--- src/hdl/ffmp_pkg.sv ---
package ffmp_pkg;

	// byte codes of the framing
	localparam logic [7:0] OPEN_MARK  = 8'h3C;
	localparam logic [7:0] CLOSE_MARK = 8'h3E;
	localparam logic [7:0] SEP_MARK   = 8'h23;
	localparam logic [7:0] PLUS_MARK  = 8'h2B;
	localparam logic [7:0] MINUS_MARK = 8'h2D;
	localparam logic [7:0] ZERO_MARK  = 8'h30;
	localparam logic [7:0] NINE_MARK  = 8'h39;
	localparam logic [7:0] SPACE_MARK = 8'h20;
	localparam logic [7:0] TAB_MARK   = 8'h09;
	localparam logic [7:0] CR_MARK    = 8'h0D;

	// configuration register widths and indexes
	localparam int FIELD_W = 5;
	localparam int MATCH_W = 18;
	localparam int CFG_W   = 18;
	localparam logic REG_TARGET_FIELD = 1'b0;
	localparam logic REG_MATCH_VALUE  = 1'b1;

	// reset values of the registers
	localparam logic [FIELD_W-1:0]        TARGET_RESET = 5'd4;
	localparam logic signed [MATCH_W-1:0] MATCH_RESET  = 18'sd120;

	typedef enum logic [1:0] {
		KIND_OPEN,
		KIND_CLOSE,
		KIND_SEP,
		KIND_DATA
	} byte_kind_t;

	typedef enum logic [1:0] {
		PH_SKIP,
		PH_DIGITS,
		PH_STOP
	} conv_phase_t;

	// classified byte handed from front to back
	typedef struct packed {
		logic [7:0] data;
		byte_kind_t kind;
		logic       is_space;
		logic       is_sign;
		logic       is_minus;
		logic       is_digit;
		logic [3:0] digit;
	} byte_info_t;

	// bits needed to hold 10**n - 1
	function automatic int digits_width(input int n);
		longint p;
		int w;
		p = 1;
		w = 0;
		for (int i = 0; i < n; i++) p = p * 10;
		while ((longint'(1) << w) < p) w++;
		return (w < 1) ? 1 : w;
	endfunction

endpackage

--- src/hdl/ffmp_front.sv ---
module ffmp_front (
	input  logic                clk,
	input  logic                arst_n,
	input  logic                s_tvalid,
	output logic                s_tready,
	input  logic [7:0]          s_tdata,
	output logic                q_valid,
	input  logic                q_ready,
	output ffmp_pkg::byte_info_t q_info
);
	import ffmp_pkg::*;

	logic       valid_s1;
	byte_info_t info_s1;
	byte_info_t info_c;

	// classify the received byte
	always_comb begin
		info_c.data = s_tdata;
		unique case (s_tdata)
			OPEN_MARK:  info_c.kind = KIND_OPEN;
			CLOSE_MARK: info_c.kind = KIND_CLOSE;
			SEP_MARK:   info_c.kind = KIND_SEP;
			default:    info_c.kind = KIND_DATA;
		endcase
		info_c.is_space = (s_tdata == SPACE_MARK) ||
			((s_tdata >= TAB_MARK) && (s_tdata <= CR_MARK));
		info_c.is_sign  = (s_tdata == PLUS_MARK) || (s_tdata == MINUS_MARK);
		info_c.is_minus = (s_tdata == MINUS_MARK);
		info_c.is_digit = (s_tdata >= ZERO_MARK) && (s_tdata <= NINE_MARK);
		info_c.digit    = 4'(s_tdata - ZERO_MARK);
	end

	assign s_tready = !valid_s1 || q_ready;

	// holding stage in front of the queue
	always_ff @(posedge clk or negedge arst_n) begin
		if (!arst_n) begin
			valid_s1 <= 1'b0;
		end else if (s_tvalid && s_tready) begin
			valid_s1 <= 1'b1;
		end else if (q_ready) begin
			valid_s1 <= 1'b0;
		end
	end

	always_ff @(posedge clk) begin
		if (s_tvalid && s_tready) begin
			info_s1 <= info_c;
		end
	end

	assign q_valid = valid_s1;
	assign q_info  = info_s1;

endmodule

--- src/hdl/ffmp_queue.sv ---
module ffmp_queue (
	input  logic                clk,
	input  logic                arst_n,
	input  logic                in_valid,
	output logic                in_ready,
	input  ffmp_pkg::byte_info_t in_info,
	output logic                out_valid,
	input  logic                out_ready,
	output ffmp_pkg::byte_info_t out_info
);
	import ffmp_pkg::*;

	byte_info_t entry_q [2];
	logic       wr_ptr_q;
	logic       rd_ptr_q;
	logic [1:0] count_q;
	logic       push;
	logic       pop;

	assign in_ready  = (count_q != 2'd2);
	assign out_valid = (count_q != 2'd0);
	assign push      = in_valid && in_ready;
	assign pop       = out_valid && out_ready;
	assign out_info  = entry_q[rd_ptr_q];

	// pointers and fill level
	always_ff @(posedge clk or negedge arst_n) begin
		if (!arst_n) begin
			wr_ptr_q <= 1'b0;
			rd_ptr_q <= 1'b0;
			count_q  <= 2'd0;
		end else begin
			if (push) wr_ptr_q <= !wr_ptr_q;
			if (pop)  rd_ptr_q <= !rd_ptr_q;
			if (push && !pop)      count_q <= count_q + 2'd1;
			else if (pop && !push) count_q <= count_q - 2'd1;
		end
	end

	always_ff @(posedge clk) begin
		if (push) begin
			entry_q[wr_ptr_q] <= in_info;
		end
	end

endmodule

--- src/hdl/ffmp_back.sv ---
module ffmp_back #(
	parameter int FRAME_STORE_DEPTH = 32,
	parameter int MAX_FIELD_CHARS   = 5,
	parameter int MAX_FIELDS        = 25
) (
	input  logic                       clk,
	input  logic                       arst_n,
	input  logic                       cfg_we,
	input  logic                       cfg_index,
	input  logic [ffmp_pkg::CFG_W-1:0] cfg_wdata,
	input  logic                       in_valid,
	output logic                       in_ready,
	input  ffmp_pkg::byte_info_t       in_info,
	output logic                       out_valid,
	input  logic                       out_ready,
	output logic [7:0]                 echo_byte,
	output logic                       frame_done,
	output logic                       pin_high
);
	import ffmp_pkg::*;

	localparam int SC_W  = $clog2(FRAME_STORE_DEPTH);
	localparam int FN_W  = $clog2(MAX_FIELDS + 1);
	localparam int CC_W  = $clog2(MAX_FIELD_CHARS + 1);
	localparam int VAL_W = digits_width(MAX_FIELD_CHARS);
	localparam int CMP_W = (VAL_W + 1 > MATCH_W) ? VAL_W + 1 : MATCH_W;

	logic [FIELD_W-1:0]        target_field_q;
	logic signed [MATCH_W-1:0] match_value_q;

	logic              in_frame_q,  in_frame_d;
	logic [SC_W-1:0]   stored_q,    stored_d;
	logic [FN_W-1:0]   field_q,     field_d;
	logic [CC_W-1:0]   char_q,      char_d;
	conv_phase_t       phase_q,     phase_d;
	logic              neg_q,       neg_d;
	logic [VAL_W-1:0]  value_q,     value_d;
	logic              pin_q,       pin_d;
	logic              done_d;

	logic              valid_q;
	logic [7:0]        echo_q;
	logic              done_q;

	logic              pop;
	logic              capture;
	logic [VAL_W+3:0]  times_ten;
	logic signed [CMP_W-1:0] value_ext;
	logic signed [CMP_W-1:0] conv_result;
	logic signed [CMP_W-1:0] match_ext;

	assign in_ready = !valid_q || out_ready;
	assign pop      = in_valid && in_ready;

	// configuration writes
	always_ff @(posedge clk or negedge arst_n) begin
		if (!arst_n) begin
			target_field_q <= TARGET_RESET;
			match_value_q  <= MATCH_RESET;
		end else if (cfg_we) begin
			unique case (cfg_index)
				REG_TARGET_FIELD: target_field_q <= cfg_wdata[FIELD_W-1:0];
				REG_MATCH_VALUE:  match_value_q  <= signed'(cfg_wdata[MATCH_W-1:0]);
				default: ;
			endcase
		end
	end

	// signed value of the converted text and of the match register
	assign value_ext   = signed'(CMP_W'(value_q));
	assign conv_result = neg_q ? -value_ext : value_ext;
	assign match_ext   = CMP_W'(match_value_q);
	assign times_ten   = ({value_q, 3'b000} + {2'b00, value_q, 1'b0}) +
		(VAL_W+4)'(in_info.digit);

	// frame bookkeeping for one byte
	always_comb begin
		in_frame_d = in_frame_q;
		stored_d   = stored_q;
		field_d    = field_q;
		char_d     = char_q;
		pin_d      = pin_q;
		done_d     = 1'b0;
		capture    = 1'b0;
		if (!in_frame_q) begin
			if (in_info.kind == KIND_OPEN) begin
				in_frame_d = 1'b1;
				stored_d   = '0;
				field_d    = '0;
				char_d     = '0;
			end
		end else if (in_info.kind == KIND_CLOSE) begin
			in_frame_d = 1'b0;
			pin_d      = (conv_result == match_ext);
			done_d     = 1'b1;
			stored_d   = '0;
			field_d    = '0;
			char_d     = '0;
		end else if (stored_q < SC_W'(FRAME_STORE_DEPTH - 1)) begin
			stored_d = stored_q + SC_W'(1);
			if ((char_q < CC_W'(MAX_FIELD_CHARS)) && (field_q < FN_W'(MAX_FIELDS))) begin
				if (in_info.kind == KIND_SEP) begin
					field_d = field_q + FN_W'(1);
					char_d  = '0;
				end else if (FIELD_W'(field_q) == target_field_q) begin
					char_d  = char_q + CC_W'(1);
					capture = 1'b1;
				end
			end
		end
	end

	// text conversion, one captured character at a time
	always_comb begin
		phase_d = phase_q;
		neg_d   = neg_q;
		value_d = value_q;
		if (done_d || (!in_frame_q && in_info.kind == KIND_OPEN)) begin
			phase_d = PH_SKIP;
			neg_d   = 1'b0;
			value_d = '0;
		end else if (capture) begin
			unique case (phase_q)
				PH_SKIP: begin
					if (in_info.is_space) begin
						phase_d = PH_SKIP;
					end else if (in_info.is_sign) begin
						phase_d = PH_DIGITS;
						neg_d   = in_info.is_minus;
					end else if (in_info.is_digit) begin
						phase_d = PH_DIGITS;
						value_d = VAL_W'(in_info.digit);
					end else begin
						phase_d = PH_STOP;
					end
				end
				PH_DIGITS: begin
					if (in_info.is_digit) begin
						value_d = times_ten[VAL_W-1:0];
					end else begin
						phase_d = PH_STOP;
					end
				end
				PH_STOP: phase_d = PH_STOP;
				default: phase_d = PH_STOP;
			endcase
		end
	end

	// frame state
	always_ff @(posedge clk or negedge arst_n) begin
		if (!arst_n) begin
			in_frame_q <= 1'b0;
			stored_q   <= '0;
			field_q    <= '0;
			char_q     <= '0;
			phase_q    <= PH_SKIP;
			neg_q      <= 1'b0;
			value_q    <= '0;
			pin_q      <= 1'b0;
		end else if (pop) begin
			in_frame_q <= in_frame_d;
			stored_q   <= stored_d;
			field_q    <= field_d;
			char_q     <= char_d;
			phase_q    <= phase_d;
			neg_q      <= neg_d;
			value_q    <= value_d;
			pin_q      <= pin_d;
		end
	end

	// output register
	always_ff @(posedge clk or negedge arst_n) begin
		if (!arst_n) begin
			valid_q <= 1'b0;
		end else if (pop) begin
			valid_q <= 1'b1;
		end else if (out_ready) begin
			valid_q <= 1'b0;
		end
	end

	always_ff @(posedge clk) begin
		if (pop) begin
			echo_q <= in_info.data;
			done_q <= done_d;
		end
	end

	assign out_valid  = valid_q;
	assign echo_byte  = echo_q;
	assign frame_done = done_q;
	assign pin_high   = pin_q;

endmodule

--- src/hdl/framed_field_match_parser.sv ---
// path: holding stage, then two-entry queue, then output register, to the master side
// throughput: one byte per cycle unless m_tready stalls; holding stage and output register
// take a new byte while the one ahead is being taken, the two-entry queue whenever not full
// conversion runs one captured character per byte, so a closing byte adds no stall
// reset: arst_n clears the frame state and the pin, and loads target_field 4, match_value 120
module framed_field_match_parser #(
	parameter int FRAME_STORE_DEPTH = 32,
	parameter int MAX_FIELD_CHARS   = 5,
	parameter int MAX_FIELDS        = 25
) (
	input  logic                       clk,
	input  logic                       arst_n,
	input  logic                       cfg_we,
	input  logic                       cfg_index,
	input  logic [ffmp_pkg::CFG_W-1:0] cfg_wdata,
	input  logic                       s_tvalid,
	output logic                       s_tready,
	input  logic [7:0]                 s_tdata,   // rx_byte
	output logic                       m_tvalid,
	input  logic                       m_tready,
	output logic [15:0]                m_tdata,   // echo_byte [7:0], pin_high [8], zeros
	output logic                       m_tlast    // frame_done
);
	import ffmp_pkg::*;

	logic       fq_valid;
	logic       fq_ready;
	byte_info_t fq_info;
	logic       qb_valid;
	logic       qb_ready;
	byte_info_t qb_info;
	logic [7:0] echo_byte;
	logic       pin_high;

	// front: accept and classify
	ffmp_front u_front (
		.clk      (clk),
		.arst_n   (arst_n),
		.s_tvalid (s_tvalid),
		.s_tready (s_tready),
		.s_tdata  (s_tdata),
		.q_valid  (fq_valid),
		.q_ready  (fq_ready),
		.q_info   (fq_info)
	);

	// decoupling queue
	ffmp_queue u_queue (
		.clk       (clk),
		.arst_n    (arst_n),
		.in_valid  (fq_valid),
		.in_ready  (fq_ready),
		.in_info   (fq_info),
		.out_valid (qb_valid),
		.out_ready (qb_ready),
		.out_info  (qb_info)
	);

	// back: frame parsing, conversion and pin
	ffmp_back #(
		.FRAME_STORE_DEPTH (FRAME_STORE_DEPTH),
		.MAX_FIELD_CHARS   (MAX_FIELD_CHARS),
		.MAX_FIELDS        (MAX_FIELDS)
	) u_back (
		.clk        (clk),
		.arst_n     (arst_n),
		.cfg_we     (cfg_we),
		.cfg_index  (cfg_index),
		.cfg_wdata  (cfg_wdata),
		.in_valid   (qb_valid),
		.in_ready   (qb_ready),
		.in_info    (qb_info),
		.out_valid  (m_tvalid),
		.out_ready  (m_tready),
		.echo_byte  (echo_byte),
		.frame_done (m_tlast),
		.pin_high   (pin_high)
	);

	assign m_tdata = {7'b0000000, pin_high, echo_byte};

endmodule

--- config.mk ---
export PLATFORM = sky130hd
export DESIGN_NAME = framed_field_match_parser
export DESIGN_NICKNAME = d
export VERILOG_FILES = /design/src/hdl/ffmp_pkg.sv /design/src/hdl/ffmp_front.sv /design/src/hdl/ffmp_queue.sv /design/src/hdl/ffmp_back.sv /design/src/hdl/framed_field_match_parser.sv
export SDC_FILE = /design/constraint.sdc
export NUM_CORES = 1
export LEC_CHECK = 0
export BUFFER_PORTS_ARGS = -buffer_cell sky130_fd_sc_hd__buf_2
export CORE_MARGIN = 1
export CORE_UTILIZATION = 54
export DETAILED_ROUTE_END_ITERATION = 6
export GPL_TIMING_DRIVEN = 0
export PLACE_DENSITY_LB_ADDON = 0.1
export SKIP_CTS_REPAIR_TIMING = 1
export SLEW_MARGIN = 20
export SYNTH_ARGS = -nofsm -noshare
export SYNTH_HDL_FRONTEND = slang
export SYNTH_SLANG_ARGS = --single-unit
--- constraint.sdc ---
create_clock -name clk -period 3.85 [get_ports clk]
set_clock_uncertainty 0.05 [all_clocks]
set_input_delay 0.1925 -clock clk [delete_from_list [all_inputs] [get_ports clk]]
set_output_delay 0.1925 -clock clk [all_outputs]
set_load 0.02 [all_outputs]
==> impl_metrics.toml <==
[outcome]
outcome = "finished clean"

[finish]
drive_gt1_share_pct = 21.3
syn_to_final_growth_pct = 20.8
multi_input_comb_area_um2 = 2960
num_antenna_cells = 0
final_area_um2 = 7550
nets = 709
nFillCells = 810
final_util_pct = 68.2
seqCellArea_um2 = 3140

[global_route]
grt_pass1_wl_mm = 19.9
grt-ovfl-total = 0
grt_max_degree = 43
grt_pass1_vias = 4310
antenna_found_initial = 0
grtUsageTotal_pct = 22.4

[die]
core_region_area_um2 = 11100
die_w_um = 110
dieArea_um2 = 12000
die-height_um = 110
ios = 51
num_rows = 38
start_util_pct = 56.4

[run]
drv_cap = 0

[synthesis]
synth_top_area_share_pct = 24.5
seq_area_frac_synth_pct = 50.2
synth_top_area_cell = "edfxtp_1"
syn-instance-count = 544
synthesis.area_um2 = 6250
synth-async-reset-ratio_pct = 55.7
ys_types = 63
synth_edf_count = 51
synth_flop_cell = "dfrtp_1"
ys_warn_count = 0
synthTopCellsByArea = "edfxtp_1 25%, dfrtp_1 24%, ha_1 7.2%"
synth_seq_cells = 115
syn_avg_cell_area_um2 = 11.5

[setup_path]
cp_num_buf_inv = 2
cpMaxStageDelayCell = "dfrtp_2"
crit_path_max_incr_delay_ns = 0.46
endpoint_kind = "register"
rr_worst_depth = 13
worstPathArrival_ns = 3.88
path_cells = "buf_4 -> mux2_2 -> ha_1 -> ha_1 -> inv_1 -> fa_1 -> nor2b_1 -> o21a_1 -> o21ai_0 -> a211o_1 -> a311oi_1 -> xor2_1 -> a22o_1"
cp_top_family = "compound AO/OA/AOI/OAI gates"
crit_cells = 13
reg2reg_slack_ns = 0.22
cpMostUsedCell = "ha_1"
start_kind = "register"
r2r-start = "u_queue.rd_ptr_q"
worstSetupPathType = "register to register"
cp_max_fo = 10
required_ns = 4.10
r2r-end = "u_back.value_q[14]"

[timing]
fin_crit_sh_pct = 94.3
worstMarginPinSlew_ns = 0.714
final-setup-viol-count = 0
layout_min_cycle_time_ns = 3.63
report.final.slew_viol_count = 0
hold_violations = 0
timing.fmax_mhz = 275
rsz0062_at_grt = "false"
setup_ws_ns = 0.218
slew_headroom_pct = 52.3
holdWs_ns = 0.000418

[power]
powerDensity_nw_per_um2 = 670
ir_worst_vdd_mv = 0.530
switching_share_pct = 34.7
pwr-share-seq_pct = 37.4
p_clk_share_pct = 30.4
finalPower_mw = 5.06
comb_power_share_pct = 32.2
power_switching_mw = 1.76
p_leak_nw = 3.33
p_int_mw = 3.30

[min_path]
hold_path_end = "u_back.out_valid"
hp-class = "input port to register"
min_from = "m_tready"
holdPathStages = 3

[place]
post_dp_cell_area_um2 = 6680
place_hpwl_mm = 8.69
io_buffers = 43
dpl_worst_slack_ns = -0.383
place_congestion = 0.828

[routing]
drc = 0
wl_per_cell_um = 15.7
wirelength_mm = 12.5
drt_iter0_drc = 229
ant_nets = 0
vias = 4452
first_pass_iters = 5
vias_per_cell = 5.62

[cts]
clkLatencyLatePin_ns = 0.42
cts_root_buf = "clkbuf_16"
cts_max_level = 4
ctsLongestPathBuffers = 2
clkTransAtPathRegs_ns = 0.06
cts_buffers = 17
cts_tree = "built"
clock_sinks = 115
-- through the flow --
| stage | setup TNS (ns) | std cells |
|---|---|---|
| 4_1_cts | -4.82 | 766 |
| 3_3_place_gp | -2.87 | 733 |
| 5_1_grt | 0 | 792 |
| 2_1_floorplan | 0 | 550 |
| 3_5_place_dp | -3.80 | 734 |
| 6_report | 0 | 792 |
-- how the worst max path moves through the flow --
stage / endpoint / slack [ns] / startpoint
6_report: u_back.value_q[14] / 0.22 / u_queue.rd_ptr_q
5_1_grt: u_back.value_q[14] / 0.01 / u_queue.rd_ptr_q
4_1_cts: u_back.value_q[16] / -0.42 / u_queue.rd_ptr_q
3_5_place_dp: u_back.value_q[16] / -0.38 / u_queue.rd_ptr_q
3_3_place_gp: u_back.value_q[16] / -0.32 / u_queue.rd_ptr_q
2_1_floorplan: u_back.value_q[16] / 0.22 / u_queue.rd_ptr_q
-- layout make-up --
type | instances | share of cell area, %
Sequential cell | 115 | 41.6
Timing Repair Buffer | 71 | 6.73
Inverter | 19 | 0.945
Clock buffer | 17 | 5.63
Buffer | 19 | 1.52
Tap cell | 140 | 2.32
Clock inverter | 15 | 2.04
Multi-Input combinational cell | 396 | 39.2
-- worst reg2reg max path, stage by stage (launching register included) --
cell and delay [ns]:
dfrtp_2 0.46, buf_4 0.24, mux2_2 0.39, ha_1 0.29
ha_1 0.15, inv_1 0.06, fa_1 0.39, nor2b_1 0.19
o21a_1 0.15, o21ai_0 0.13, a211o_1 0.35, a311oi_1 0.29
xor2_1 0.15, a22o_1 0.23
-- synth_stat cells (all sizes together), types with 12 or more instances --
library cell and count:
a21oi 22, buf 12, dfrtp 59, edfxtp 51, ha 36, inv 19, mux2 36, nand2 40
nand2b 12, nand3 13, nor2 36, o21ai 20, o31ai 17, xnor2 21, xor2 32
-- registers in the layout (all words and copies together) (netlist names), named ones only --
| name | cells |
|---|---|
| u_back.stored_q | 5 |
| u_back.phase_q | 2 |
| u_front.q_info | 14 |
| u_back.pin_high | 1 |
| u_queue.wr_ptr_q | 1 |
| u_back.char_q | 3 |
| u_back.field_q | 5 |
| u_queue.entry_q | 28 |
| u_front.q_valid | 1 |
| u_back.value_q | 17 |
| u_back.target_field_q | 5 |
| u_queue.count_q | 2 |
| u_back.frame_done | 1 |
| u_back.out_valid | 1 |
| u_back.neg_q | 1 |
| u_back.echo_byte | 8 |
| u_back.match_ext | 18 |
| u_queue.rd_ptr_q | 1 |
-- cell usage in the layout (no fill, tap or decap), types with 3 or more instances in the layout --
master         instances
nand2b_1              12
o21ai_0               17
nand3_1               12
dfstp_2                5
dlygate4sd3_1         27
nand2_1               40
buf_4                 10
and3_1                 3
a31oi_1                5
mux2i_1                8
nor3_1                 8
clkinv_2               3
a21o_1                 7
a211oi_1               3
inv_6                  5
conb_1                 7
buf_2                 44
nor4_1                 5
edfxtp_1              51
o21ai_1                3
clkbuf_1               7
nand4_1                3
clkinvlp_4             3
and2_1                 3
ha_1                  36
clkbuf_16             17
nor4b_1                3
dfrtp_1               58
a21oi_1               22
or3_1                  4
xnor2_1               21
nor2_1                34
nor2b_1                8
o21a_1                 3
mux2_2                36
o31ai_1               16
inv_1                 18
xor2_1                32
a22o_1                 8
or4_1                  3
-- cell families after synthesis --
kind of cell / Yosys count / share of synthesized area [%]
other: 1 / 0.0600
buffers and inverters: 39 / 2.98
xor gates and xnor gates: 53 / 7.43
and+or+nand+nor: 148 / 12.1
DFF: 115 / 50.2
muxes: 45 / 7.93
AOI/OAI and AO/OA: 105 / 11.4
adders and majority gates: 38 / 7.85
-- power groups by stage --
stage	sequential, mW	clock, mW	combinational, mW
finish	1.89	1.54	1.63
global route	1.94	1.61	1.82
CTS	1.88	1.57	1.63
detailed placement	1.90	0	1.61
global placement	1.88	0	1.56
floorplan	1.89	0	1.19
-- per-layer routing --
layer  vias up  GRT usage, %  share of wire [%]
met2        99          39.6                 52
met5         -             0                  0
li1       2176             -                  -
met1      2159          25.4                 42
met4         0          8.48                1.7
met3        18          6.82                4.3
Power figures use the tool's default switching activity.
